===== config.mk =====
export PLATFORM = sky130hd
export DESIGN_NAME = civil_gps_time_converter_top
export DESIGN_NICKNAME = d
export VERILOG_FILES = /design/src/rtl/core/cgtc_pkg.sv /design/src/rtl/core/cgtc_civil_to_gps.sv /design/src/rtl/core/cgtc_gps_to_civil.sv /design/src/rtl/core/civil_gps_time_converter_top.sv
export SDC_FILE = /design/constraint.sdc
export NUM_CORES = 2
export LEC_CHECK = 0
export BUFFER_PORTS_ARGS = -buffer_cell sky130_fd_sc_hd__buf_2
export CAP_MARGIN = 0
export CELL_PAD_IN_SITES_DETAIL_PLACEMENT = 0
export CELL_PAD_IN_SITES_GLOBAL_PLACEMENT = 1
export CORE_ASPECT_RATIO = 0.5
export CORE_MARGIN = 8
export CORE_UTILIZATION = 48
export DETAILED_ROUTE_END_ITERATION = 8
export GPL_TIMING_DRIVEN = 1
export PLACE_DENSITY = 0.77
export SLEW_MARGIN = 25
export SYNTH_ARGS = -nofsm -noshare
export SYNTH_HDL_FRONTEND = slang
export SYNTH_HIERARCHICAL = 1
export SYNTH_SLANG_ARGS = --single-unit

===== constraint.sdc =====
create_clock -name clk -period 6.7 [get_ports clk]
set_clock_uncertainty 0.15 [all_clocks]
set_input_delay 0.67 -clock clk [delete_from_list [all_inputs] [get_ports clk]]
set_output_delay 0.67 -clock clk [all_outputs]
set_load 0.05 [all_outputs]

===== src/rtl/core/cgtc_pkg.sv =====
// Shared types, constants and the month table of the civil/GPS time converter.
// Used by both conversion pipelines and the top level; depends on nothing else.
package cgtc_pkg;

  typedef struct packed {
    logic        req_type;
    logic [11:0] year;
    logic [3:0]  month;
    logic [4:0]  day;
    logic [4:0]  hour;
    logic [5:0]  minute;
    logic [15:0] second_ms;
    logic [13:0] gps_week;
    logic [29:0] week_ms;
  } in_item_t;

  typedef struct packed {
    logic [11:0] out_year;
    logic [3:0]  out_month;
    logic [4:0]  out_day;
    logic [4:0]  out_hour;
    logic [5:0]  out_minute;
    logic [15:0] out_second_ms;
    logic [13:0] out_gps_week;
    logic [29:0] out_week_ms;
    logic        out_of_range;
  } out_item_t;

  localparam logic REQ_CIVIL_TO_GPS = 1'b0;
  localparam logic REQ_GPS_TO_CIVIL = 1'b1;

  localparam int PIPE_DEPTH = 6;

  localparam logic [26:0] MS_PER_DAY    = 27'd86400000;
  localparam logic [21:0] MS_PER_HOUR   = 22'd3600000;
  localparam logic [16:0] MS_PER_MINUTE = 17'd60000;
  localparam logic [17:0] MAX_WEEK      = 18'd11479;
  localparam logic [15:0] GPS_EPOCH_MJD = 16'd44244;

  localparam logic signed [22:0] CIVIL_DAY_OFFSET = 23'sd723263;
  localparam logic [21:0]        JD_OFFSET        = 22'd2401538;
  localparam logic [11:0]        CENTURY_OFFSET   = 12'd2442;
  localparam logic [13:0]        YEAR_OFFSET      = 14'd4715;

  localparam logic [20:0] RECIP_WEEKDAY = 21'(((64'd1 << 23) + 64'd6) / 64'd7);
  localparam logic [30:0] RECIP_DAY     =
    31'(((64'd1 << 57) + 64'd86399999) / 64'd86400000);
  localparam logic [26:0] RECIP_YEAR    = 27'(((64'd1 << 39) + 64'd7304) / 64'd7305);
  localparam logic [27:0] RECIP_HOUR    =
    28'(((64'd1 << 49) + 64'd3599999) / 64'd3600000);
  localparam logic [22:0] RECIP_MINUTE  = 23'(((64'd1 << 38) + 64'd59999) / 64'd60000);
  localparam logic [25:0] RECIP_MONTH   =
    26'(((64'd10000 << 30) + 64'd306000) / 64'd306001);

  // Integer part of 30.6001 * k for the month index k of the Meeus formulas.
  function automatic logic [9:0] month_days(input logic [4:0] k);
    logic [9:0] v;
    case (k)
      5'd1:    v = 10'd30;
      5'd2:    v = 10'd61;
      5'd3:    v = 10'd91;
      5'd4:    v = 10'd122;
      5'd5:    v = 10'd153;
      5'd6:    v = 10'd183;
      5'd7:    v = 10'd214;
      5'd8:    v = 10'd244;
      5'd9:    v = 10'd275;
      5'd10:   v = 10'd306;
      5'd11:   v = 10'd336;
      5'd12:   v = 10'd367;
      5'd13:   v = 10'd397;
      5'd14:   v = 10'd428;
      5'd15:   v = 10'd459;
      5'd16:   v = 10'd489;
      5'd17:   v = 10'd520;
      default: v = 10'd0;
    endcase
    return v;
  endfunction

endpackage


===== src/rtl/core/cgtc_civil_to_gps.sv =====
// Civil date and time to GPS week and milliseconds of week, six register stages.
// Depends on cgtc_pkg for the item types, constants and month table.
module cgtc_civil_to_gps import cgtc_pkg::*; (
  input  logic      clk,
  input  in_item_t  in_data,
  output out_item_t res
);

  logic               early;
  logic signed [12:0] y;
  logic [3:0]         m;
  logic signed [24:0] a_prod;
  logic [26:0]        tod;

  logic signed [22:0] a_r;
  logic [9:0]         b_r;
  logic [4:0]         day_r;
  logic [26:0]        tod_r;

  logic signed [22:0] dd;
  logic               dtod;
  logic signed [22:0] dn_nxt;
  logic [26:0]        rem_nxt;
  logic signed [22:0] dn_r;
  logic [26:0]        rem_r;

  logic [19:0]        du;
  logic [40:0]        q_prod;
  logic [17:0]        q_r;
  logic [19:0]        du_r;
  logic               neg_r;
  logic [26:0]        rem3_r;

  logic [2:0]         dow;
  logic               oor;
  logic [29:0]        wms;
  out_item_t          res4_nxt;
  out_item_t          res4_r;
  out_item_t          res5_r;
  out_item_t          res_r;

  assign early  = in_data.month <= 4'd2;
  assign y      = early ? $signed({1'b0, in_data.year}) - 13'sd1
                        : $signed({1'b0, in_data.year});
  assign m      = early ? in_data.month + 4'd12 : in_data.month;
  assign a_prod = 25'(y) * 25'sd1461;
  assign tod    = 27'(in_data.hour) * 27'(MS_PER_HOUR)
                + 27'(in_data.minute) * 27'(MS_PER_MINUTE)
                + 27'(in_data.second_ms);

  always_ff @(posedge clk) begin
    a_r   <= 23'(a_prod >>> 2);
    b_r   <= month_days(5'(m) + 5'd1);
    day_r <= in_data.day;
    tod_r <= tod;
  end

  assign dd      = a_r + $signed({13'd0, b_r}) + $signed({18'd0, day_r}) - CIVIL_DAY_OFFSET;
  assign dtod    = tod_r >= MS_PER_DAY;
  assign dn_nxt  = dd + $signed({22'd0, dtod});
  assign rem_nxt = dtod ? tod_r - MS_PER_DAY : tod_r;

  always_ff @(posedge clk) begin
    dn_r  <= dn_nxt;
    rem_r <= rem_nxt;
  end

  assign du     = dn_r[19:0];
  assign q_prod = 41'(du) * 41'(RECIP_WEEKDAY);

  always_ff @(posedge clk) begin
    q_r    <= q_prod[40:23];
    du_r   <= du;
    neg_r  <= dn_r[22];
    rem3_r <= rem_r;
  end

  assign dow = 3'(du_r - 20'(q_r) * 20'd7);
  assign oor = neg_r | (q_r > MAX_WEEK);
  assign wms = 30'(dow) * 30'(MS_PER_DAY) + 30'(rem3_r);

  always_comb begin
    res4_nxt = '0;
    res4_nxt.out_of_range = oor;
    if (!oor) begin
      res4_nxt.out_gps_week = 14'(q_r);
      res4_nxt.out_week_ms  = wms;
    end
  end

  // The last two stages align this path with the GPS-to-civil path.
  always_ff @(posedge clk) begin
    res4_r <= res4_nxt;
    res5_r <= res4_r;
    res_r  <= res5_r;
  end

  assign res = res_r;

endmodule


===== src/rtl/core/cgtc_gps_to_civil.sv =====
// GPS week and milliseconds of week to civil date and time, six register stages.
// Depends on cgtc_pkg for the item types, constants and month table.
module cgtc_gps_to_civil import cgtc_pkg::*; (
  input  logic      clk,
  input  in_item_t  in_data,
  output out_item_t res
);

  logic [60:0] qd_prod;
  logic [3:0]  qd_r;
  logic [29:0] wms_r;
  logic [17:0] days_r;

  logic [21:0] b;
  logic [25:0] n_r;
  logic [21:0] b_r;
  logic [26:0] tod_r;

  logic [52:0] c_prod;
  logic [54:0] h_prod;
  logic [13:0] c_r;
  logic [21:0] b3_r;
  logic [4:0]  hour_r;
  logic [26:0] tod3_r;

  logic [24:0] d_prod;
  logic [22:0] d;
  logic [9:0]  x_r;
  logic [13:0] c4_r;
  logic [21:0] rem1_r;
  logic [4:0]  hour4_r;

  logic [35:0] e_prod;
  logic [44:0] m_prod;
  logic [4:0]  e_r;
  logic [9:0]  x5_r;
  logic [13:0] c5_r;
  logic [21:0] rem1_5_r;
  logic [4:0]  hour5_r;
  logic [5:0]  minute_r;

  logic [4:0]  mon;
  logic        adj;
  out_item_t   res_nxt;
  out_item_t   res_r;

  assign qd_prod = 61'(in_data.week_ms) * 61'(RECIP_DAY);

  always_ff @(posedge clk) begin
    qd_r   <= 4'(qd_prod >> 57);
    wms_r  <= in_data.week_ms;
    days_r <= 18'(GPS_EPOCH_MJD) + 18'(in_data.gps_week) * 18'd7;
  end

  assign b = 22'(days_r) + 22'(qd_r) + JD_OFFSET;

  always_ff @(posedge clk) begin
    tod_r <= 27'(wms_r - 30'(qd_r) * 30'(MS_PER_DAY));
    b_r   <= b;
    n_r   <= 26'(b) * 26'd20 - 26'(CENTURY_OFFSET);
  end

  assign c_prod = 53'(n_r) * 53'(RECIP_YEAR);
  assign h_prod = 55'(tod_r) * 55'(RECIP_HOUR);

  always_ff @(posedge clk) begin
    c_r    <= 14'(c_prod >> 39);
    b3_r   <= b_r;
    hour_r <= 5'(h_prod >> 49);
    tod3_r <= tod_r;
  end

  assign d_prod = 25'(c_r) * 25'd1461;
  assign d      = 23'(d_prod >> 2);

  always_ff @(posedge clk) begin
    x_r     <= 10'(23'(b3_r) - d);
    c4_r    <= c_r;
    rem1_r  <= 22'(tod3_r - 27'(hour_r) * 27'(MS_PER_HOUR));
    hour4_r <= hour_r;
  end

  assign e_prod = 36'(x_r) * 36'(RECIP_MONTH);
  assign m_prod = 45'(rem1_r) * 45'(RECIP_MINUTE);

  always_ff @(posedge clk) begin
    e_r      <= 5'(e_prod >> 30);
    x5_r     <= x_r;
    c5_r     <= c4_r;
    rem1_5_r <= rem1_r;
    hour5_r  <= hour4_r;
    minute_r <= 6'(m_prod >> 38);
  end

  assign mon = (e_r >= 5'd14) ? e_r - 5'd13 : e_r - 5'd1;
  assign adj = mon >= 5'd3;

  always_comb begin
    res_nxt               = '0;
    res_nxt.out_year      = 12'(c5_r - YEAR_OFFSET - 14'(adj));
    res_nxt.out_month     = 4'(mon);
    res_nxt.out_day       = 5'(x5_r - month_days(e_r));
    res_nxt.out_hour      = hour5_r;
    res_nxt.out_minute    = minute_r;
    res_nxt.out_second_ms = 16'(rem1_5_r - 22'(minute_r) * 22'(MS_PER_MINUTE));
  end

  always_ff @(posedge clk) begin
    res_r <= res_nxt;
  end

  assign res = res_r;

endmodule


===== src/rtl/core/civil_gps_time_converter_top.sv =====
// Top level of the civil/GPS time converter: both conversion pipelines and the result select.
// Depends on cgtc_pkg, cgtc_civil_to_gps and cgtc_gps_to_civil.
//
//   channel  ports                      direction  transaction
//   input    start, busy, in_data       in         start high while busy is low
//   result   out_valid, out_data        out        out_valid high for one cycle
//
// One transaction is accepted every cycle; busy is always low.
// Each result passes through the six stages of the conversion pipelines, set by the
// reciprocal multiplications of the GPS-to-civil path, and then one output register.
// Reset clears the valid bits only; results cannot be held off by the receiver.
module civil_gps_time_converter_top import cgtc_pkg::*; (
  input  logic      clk,
  input  logic      rst_n,
  input  logic      start,
  output logic      busy,
  input  in_item_t  in_data,
  output logic      out_valid,
  output out_item_t out_data
);

  logic                  accept;
  logic [PIPE_DEPTH-1:0] vld_r;
  logic [PIPE_DEPTH-1:0] typ_r;
  out_item_t             c2g_res;
  out_item_t             g2c_res;
  logic                  out_valid_r;
  out_item_t             out_data_r;

  assign busy   = 1'b0;
  assign accept = start & ~busy;

  cgtc_civil_to_gps u_c2g (
    .clk     (clk),
    .in_data (in_data),
    .res     (c2g_res)
  );

  cgtc_gps_to_civil u_g2c (
    .clk     (clk),
    .in_data (in_data),
    .res     (g2c_res)
  );

  always_ff @(posedge clk) begin
    if (!rst_n) begin
      vld_r       <= '0;
      out_valid_r <= 1'b0;
    end else begin
      vld_r       <= {vld_r[PIPE_DEPTH-2:0], accept};
      out_valid_r <= vld_r[PIPE_DEPTH-1];
    end
  end

  always_ff @(posedge clk) begin
    typ_r      <= {typ_r[PIPE_DEPTH-2:0], in_data.req_type};
    out_data_r <= (typ_r[PIPE_DEPTH-1] == REQ_GPS_TO_CIVIL) ? g2c_res : c2g_res;
  end

  assign out_valid = out_valid_r;
  assign out_data  = out_data_r;

endmodule


## After elaboration in Yosys (flattened, before gate mapping)

Memory sizes are Yosys's and may differ from the RTL's. A register that Yosys moved wholly into a read port is not among the register bits.
Cells that the tools add are included.

| word-level totals | value |
|---|---|
| bits in registers | 704 |
| ROM bits | 640 |
| word-level logic and storage cells | 110 |
| memories | 2 |

| cells by class | value |
|---|---|
| add/subtract/negate cells | 25 |
| $mul | 17 |
| $lt $le $gt $ge | 5 |
| multiplexer cells | 4 |
| bitwise operators | 1 |

Memories:

| memory | words | width | rd ports | clocked after memory_dff | wr ports | RTL line | source |
|---|---|---|---|---|---|---|---|
| (name not given) | 32 | 10 | 1 | 1 | 0 | cgtc_pkg.sv:58 | `case (k)` |
| (name not given) | 32 | 10 | 1 | 1 | 0 | cgtc_pkg.sv:58 |  |

Operator list:

| kind | count |
|---|---|
| $mul 30x30->60 const B | 1 |
| $mul 26x26->52 const B | 1 |
| $mul 27x26->52 const B | 1 |
| $mul 22x23->44 const B | 1 |
| $mul 20x21->41 const B | 1 |
| $mul 10x22->31 const B | 1 |
| $add 30x27->30 | 1 |
| $add 27x16->27 | 1 |
| $add 27x22->27 | 1 |
| $ge 27x27->1 const B | 1 |
| $mux 27 | 1 |
| $sub 27x27->27 | 1 |
| $sub 27x27->27 const B | 1 |
| $sub 26x12->26 const B | 1 |
| $mul 13x12->25 const B | 1 |
| $mul 22x3->24 const B | 1 |
| $add 23x11->23 | 1 |
| $add 23x2->23 | 1 |
| $add 23x6->23 | 1 |
| $sub 23x21->23 const B | 1 |
| $add 19x22->22 const B | 1 |
| $sub 22x22->22 | 1 |
| $mul 3x17->20 const B | 1 |
| $mul 5x15->20 const B | 1 |
| 28 further kinds | 28 |

## Logic depth before layout (Yosys ltp)

| depth | value |
|---|---|
| depth after elaboration | 4 |
| mapped depth | 29 |
| mapped depth without buffers | 29 |

## Hierarchy

Netlist, hierarchy kept.

Modules (own cells, without submodules):

| module | instances | cells each | area an instance (sq um) | sequential area each (sq um) |
|---|---|---|---|---|
| cgtc_gps_to_civil | 1 | 6414 | 65092.4 | 6206.0 |
| cgtc_civil_to_gps | 1 | 2097 | 21286.7 | 5945.7 |
| civil_gps_time_converter_top | 1 | 218 | 3583.4 | 2122.0 |

## Worst setup path before layout

No wires, ideal clock.

| path | value |
|---|---|
| kind | input-to-reg |
| start | input port in_data[76] (netlist name) |
| end | register u_c2g.a_r[20] |
| data arrival time | 6.723 ns |
| data required time | 6.478 ns |
| path slack | -0.245 ns |
| cell stages on the path | 26 |
| buffers on the path | 0 |
| cell sequence | inv_1 -> ha_1 -> a22oi_1 -> or4_1 -> or3_4 -> nor3_1 -> xor2_1 -> ha_1 -> inv_1 -> fa_1 -> fa_1 -> inv_1 -> fa_1 -> inv_1 -> fa_1 -> inv_1 -> ha_1 -> o21ai_1 -> nor3_1 -> a21o_1 -> o41a_1 -> a21o_1 -> a211o_1 -> a21o_1 -> a21oi_1 -> xnor2_1 |

| on the way | value |
|---|---|
| word-level cells in the longest chain between the ends | 3 |

Ends and longest elaborated chain:

| item | RTL line | source |
|---|---|---|
| from (decl) | civil_gps_time_converter_top.sv:17 | `input in_item_t in_data,` |
| $le 4x2->1 | cgtc_civil_to_gps.sv:42 | `assign early = in_data.month <= 4'd2;` |
| $mux 13 | cgtc_civil_to_gps.sv:43 | `assign y = early ? $signed({1'b0, in_data.year}) - 13'sd1` |
| $mul 13x12->25 | cgtc_civil_to_gps.sv:46 | `assign a_prod = 25'(y) * 25'sd1461;` |
| named net u_c2g.a_prod[22] | cgtc_civil_to_gps.sv:12 | `logic signed [24:0] a_prod;` |
| to (signal assigned) | cgtc_civil_to_gps.sv:52 | `a_r <= 23'(a_prod >>> 2);` |
| to (decl) | cgtc_civil_to_gps.sv:15 | `logic signed [22:0] a_r;` |

The timed path passes the listed nets, and every way through them passes these cells.
A chain may end at the register's enable or synchronous reset.

## Worst setup path in the final report

| path | value |
|---|---|
| start | register u_g2c.tod_r[20] |
| end | register u_g2c.hour_r[4] |

| on the way | value |
|---|---|
| word-level cells in the longest chain between the ends | 1 |

Ends and longest elaborated chain:

| item | RTL line | source |
|---|---|---|
| from (decl) | cgtc_gps_to_civil.sv:17 | `logic [26:0] tod_r;` |
| from (signal assigned) | cgtc_gps_to_civil.sv:58 | `tod_r <= 27'(wms_r - 30'(qd_r) * 30'(MS_PER_DAY));` |
| $mul 27x26->52 | cgtc_gps_to_civil.sv:64 | `assign h_prod = 55'(tod_r) * 55'(RECIP_HOUR);` |
| named net u_g2c.h_prod[53] | cgtc_gps_to_civil.sv:20 | `logic [54:0] h_prod;` |
| to (signal assigned) | cgtc_gps_to_civil.sv:69 | `hour_r <= 5'(h_prod >> 49);` |
| to (decl) | cgtc_gps_to_civil.sv:23 | `logic [4:0] hour_r;` |

The timed path passes the listed nets, and every way through them passes these cells.

==> reports/qor_table.md <==
| Group | Parameter | Value |
| --- | --- | --- |
| outcome | Run status | finished, final reports clean |
| synth | Portion of synthesized cell area occupied by the leading cell type | 0.3069 |
| placement | Estimated wirelength of the detail-placed design | 177.6 mm |
| cts | Largest buffer count on any clock path | 3 |
| synth | Top post-synthesis cells by count | inv_1 (2,555), ha_1 (1,877), fa_1 (1,379), dfxtp_1 (713), xnor2_1 (260) |
| floorplanning | Height of the die | 322.1 um |
| synth | Post-synthesis cell count | 8,729 |
| routing | Via count | 57,640 |
| cts | Clock latency at the later pin of the worst-skew pair | 0.67 ns |
| synth | Most common cell in the synthesized netlist | inv_1 |
| synth | Simple-gate portion of the synthesized area | 0.04449 |
| cts | Root buffer cell | clkbuf_16 |
| placement | Quantity of I/O buffers inserted on ports | 189 |
| critical path | Highest fanout seen on the critical path | 4 |
| sta | Setup repair after global routing missed its margin | yes |
| sta | Endpoints failing setup | 0 |
| sta | Fin crit period | 6.691 ns |
| global routing | Wire length of the first global-routing pass | 324.9 mm |
| cells and area | Synth-to-Final Area Change | 12.48% |
| routing | Post-detailed-route wirelength per cell | 16.40 um |
| floorplanning | Die area | 0.2024 sq mm |
| critical path | Critical path launch point type | register |
| global routing | Number of antenna violations at the first check in global routing | 7 |
| synth | Multiplexer area fraction after synthesis | 0.01586 |
| synth | Share of synthesized flip-flops with an asynchronous set or reset | 0 |
| critical path | CP peak stage delay | 0.55 ns |
| critical path | Critical Path Most Common Cell | fa_1 |
| routing | DRC Markers | 0 |
| min path | Critical hold path startpoint | in_data[49] |
| critical path | Category of the most critical setup path | reg -> reg |
| critical path | Launch point of the worst path | u_g2c/tod_r[20] |
| global routing | Largest net degree at the start of global routing | 46 |
| synth | Area contributors post-synth | fa_1 (31%), ha_1 (26%), dfxtp_1 (16%) |
| synth | Top_reg_cell synth | dfxtp_1 |
| global routing | Number of global-route vias before repair | 61,860 |
| critical path | CP Capture Type | register |
| floorplanning | Horizontal die dimension | 628.2 um |
| routing | 1st-iter DRT viols | 2,135 |
| sta | Share of the clock period used by the worst path | 0.9987 |
| sta | Slew at the pin with the worst max-slew slack | 1.053 ns |
| critical path | Reg-to-reg endpoint | u_g2c/hour_r[4] |
| synth | Yosys top cell by area | fa_1 |
| placement | Placer's final routability congestion estimate | 0.9055 |
| cts | TritonCTS clock tree | built |
| cells and area | Fraction of layout instances using a drive strength above 1 | 0.1195 |
| global routing | Overall track demand over capacity in global routing | 0.2002 |
| critical path | CP Data Required Time | 7.10 ns |
| critical path | Critical path endpoint | u_g2c/hour_r[4] |
| cells and area | Fin nets | 12,900 |
| critical path | Setup slack on the worst flop-to-flop path | 0.009 ns |
| floorplanning | Placement Rows | 112 |
| min path | Path category of the worst min-delay check | in -> reg |
| synth | Sequential share of the synthesized area | 0.1587 |
| synth | Combinational family with the most area after synthesis | adder cells |
| cts | Clock slew seen by the registers of the worst setup and hold paths | 0.07 ns |
| sta | Final sum of negative setup slack | 0 ns |
| floorplanning | Initial core utilization | 0.4827 |
| sta | Peak clock frequency supported by timing | 149.5 MHz |
| routing | Total length of routed wires | 198.6 mm |
| routing | DR pass1 iterations | 5 |
| routing | Via density | 4.758 |
| synth | Yosys cell types | 99 |
| cts | TritonCTS buffer count | 73 |
| synth | FF+latch count, synth | 713 |
| critical path | Cell depth of the worst flop-to-flop path | 21 |
| synth | Post-synthesis xor/xnor area fraction | 0.03807 |
| critical path | Cell Chain, Critical Path | fa_1, inv_2, fa_1, fa_1, inv_1, fa_1, inv_2, fa_1, fa_1, inv_1, fa_1, ha_1, and3_4, a221o_1, a21o_1, a221oi_2, a311oi_2, buf_4, o41ai_4, nor2_1, a211o_1 |
| floorplanning | IO Pins | 191 |
| cts | # H-tree levels | 3 |
| sta | Slew Viols, Final | 0 |
| floorplanning | Core Footprint | 0.1864 sq mm |
| routing | Number of nets with antenna violations after detailed routing | 0 |
| critical path | Worst path arrival time | 7.09 ns |
| cells and area | Layout filler cell count | 16,780 |
| critical path | Crit-path slowest cell | fa_1 |
| sta | Max-slew headroom at the worst pin | 0.2929 |
| global routing | Total congestion overflow | 0 |
| cts | Sinks on the clock net | 713 |
| synth | Netlist area before placement | 0.08996 sq mm |
| flow run | Number of maximum-capacitance constraint violations | 0 |
| critical path | Critical R2R Launch | u_g2c/tod_r[20] |
| synth | Post-Synthesis Mean Instance Area | 10.31 sq um |
| sta | Hold Fails Final Rpt | 0 |
| synth | Area share of fa/ha/maj cells after synthesis | 0.5679 |
| synth | Fraction of the mapped netlist area in compound gates | 0.05841 |
| synth | Number of flops mapped to enable cells by yosys | 0 |
| synth | Synthesis Warnings | 6 |
[worst min-delay path by stage]
| stage | endpoint | cells past startpoint |
|---|---|---|
| after global placement | u_g2c/c5_r[11] | 0 |
| after floorplan | typ_r[1] | 0 |
| after global routing | u_c2g/tod_r[5] | 2 |
| after detailed placement | typ_r[5] | 0 |
| final | u_c2g/tod_r[5] | 2 |
| after CTS | u_c2g/tod_r[5] | 2 |
[area by class of cell]
cell class | count | area (sq um) | area share
antenna | 2 | 5.005 | 0.00004946
clock buffer | 84 | 1898 | 0.01876
clock inverter | 47 | 610.6 | 0.006034
inverter | 2557 | 9602 | 0.09489
multi-input combinational | 5431 | 66100 | 0.6532
sequential | 713 | 14320 | 0.1415
tap | 2508 | 3138 | 0.03101
timing repair buffer | 773 | 5520 | 0.05456
[flip-flops by register name, summed over array words and instances, names as in the netlist, 16 cells and up, named ones only]
name / count
out_data: 93
u_g2c/res: 48
u_c2g/res4_r: 45
u_c2g/res5_r: 45
u_c2g/res: 45
u_c2g/rem3_r: 27
u_c2g/rem_r: 27
u_c2g/tod_r: 27
u_g2c/tod_r: 27
u_g2c/wms_r: 27
u_g2c/n_r: 24
u_c2g/a_r: 23
u_g2c/rem1_r: 22
u_g2c/tod3_r: 22
u_c2g/dn_r: 21
u_c2g/q_r: 18
u_g2c/days_r: 18
u_g2c/rem1_5_r: 16
[critical path: cells and delay by family, from the launching register on]
kind / cells / cell delay [ns]
compound gates: 6 / 1.60
fa+ha+maj: 8 / 3.83
buf+inv: 5 / 0.37
flops: 1 / 0.37
simple gates: 2 / 0.23
[layout by cell type, fill, tap and decap left out, drive strengths merged, types with 98 or more instances in the layout]
| master | n |
|---|---|
| xnor2 | 263 |
| ha | 1877 |
| nand2 | 164 |
| a21oi | 253 |
| nor2 | 187 |
| o21ai | 139 |
| xor2 | 122 |
| dfxtp | 713 |
| a21o | 98 |
| fa | 1379 |
| inv | 2568 |
| buf | 760 |
[layer usage]
| metal | global-route usage | wire (um) | vias to the layer above |
|---|---|---|---|
| met5 | 0 | 30 | - |
| met4 | 0.04267 | 4407 | 4 |
| met3 | 0.02697 | 7695 | 239 |
| met2 | 0.3336 | 90850 | 766 |
| met1 | 0.2795 | 95660 | 27920 |
| li1 | - | - | 28710 |
[cells by family (layout without fill, tap and decap cells)]
family          count (synthesis)  after routing
fa+ha+maj                    3256           3256
buf+inv                      2677           3461
compound gates                809            809
simple gates                  783            783
flops                         713            713
xor+xnor                      385            385
mux                           103            103
other cells                     3             97
[metrics by stage]
stage	hold WS, ns	cell area (sq um)	util	instances	worst slack [ns]
final	0.08202	101200	0.5429	12120	0.008975
after global routing	0.03404	101200	0.5429	12120	-0.1533
after CTS	0.01662	100700	0.5401	12110	0.005145
after detailed placement	0.1618	97930	0.5255	11960	-0.4847
after global placement	0.1596	97930	0.5255	11960	-0.4735
after floorplan	0.1596	90320	-	8821	-0.1664
[timing repair]
item	CTS	global route
hold endpoints to repair	13	0
pin swaps	5	78
hold buffers	13	0
setup endpoints to repair	11	22
resized for setup	19	108
setup buffers	1	6
Power is not shown: default switching activity piles up to over one toggle a cycle in this logic, so the estimate is an artifact.
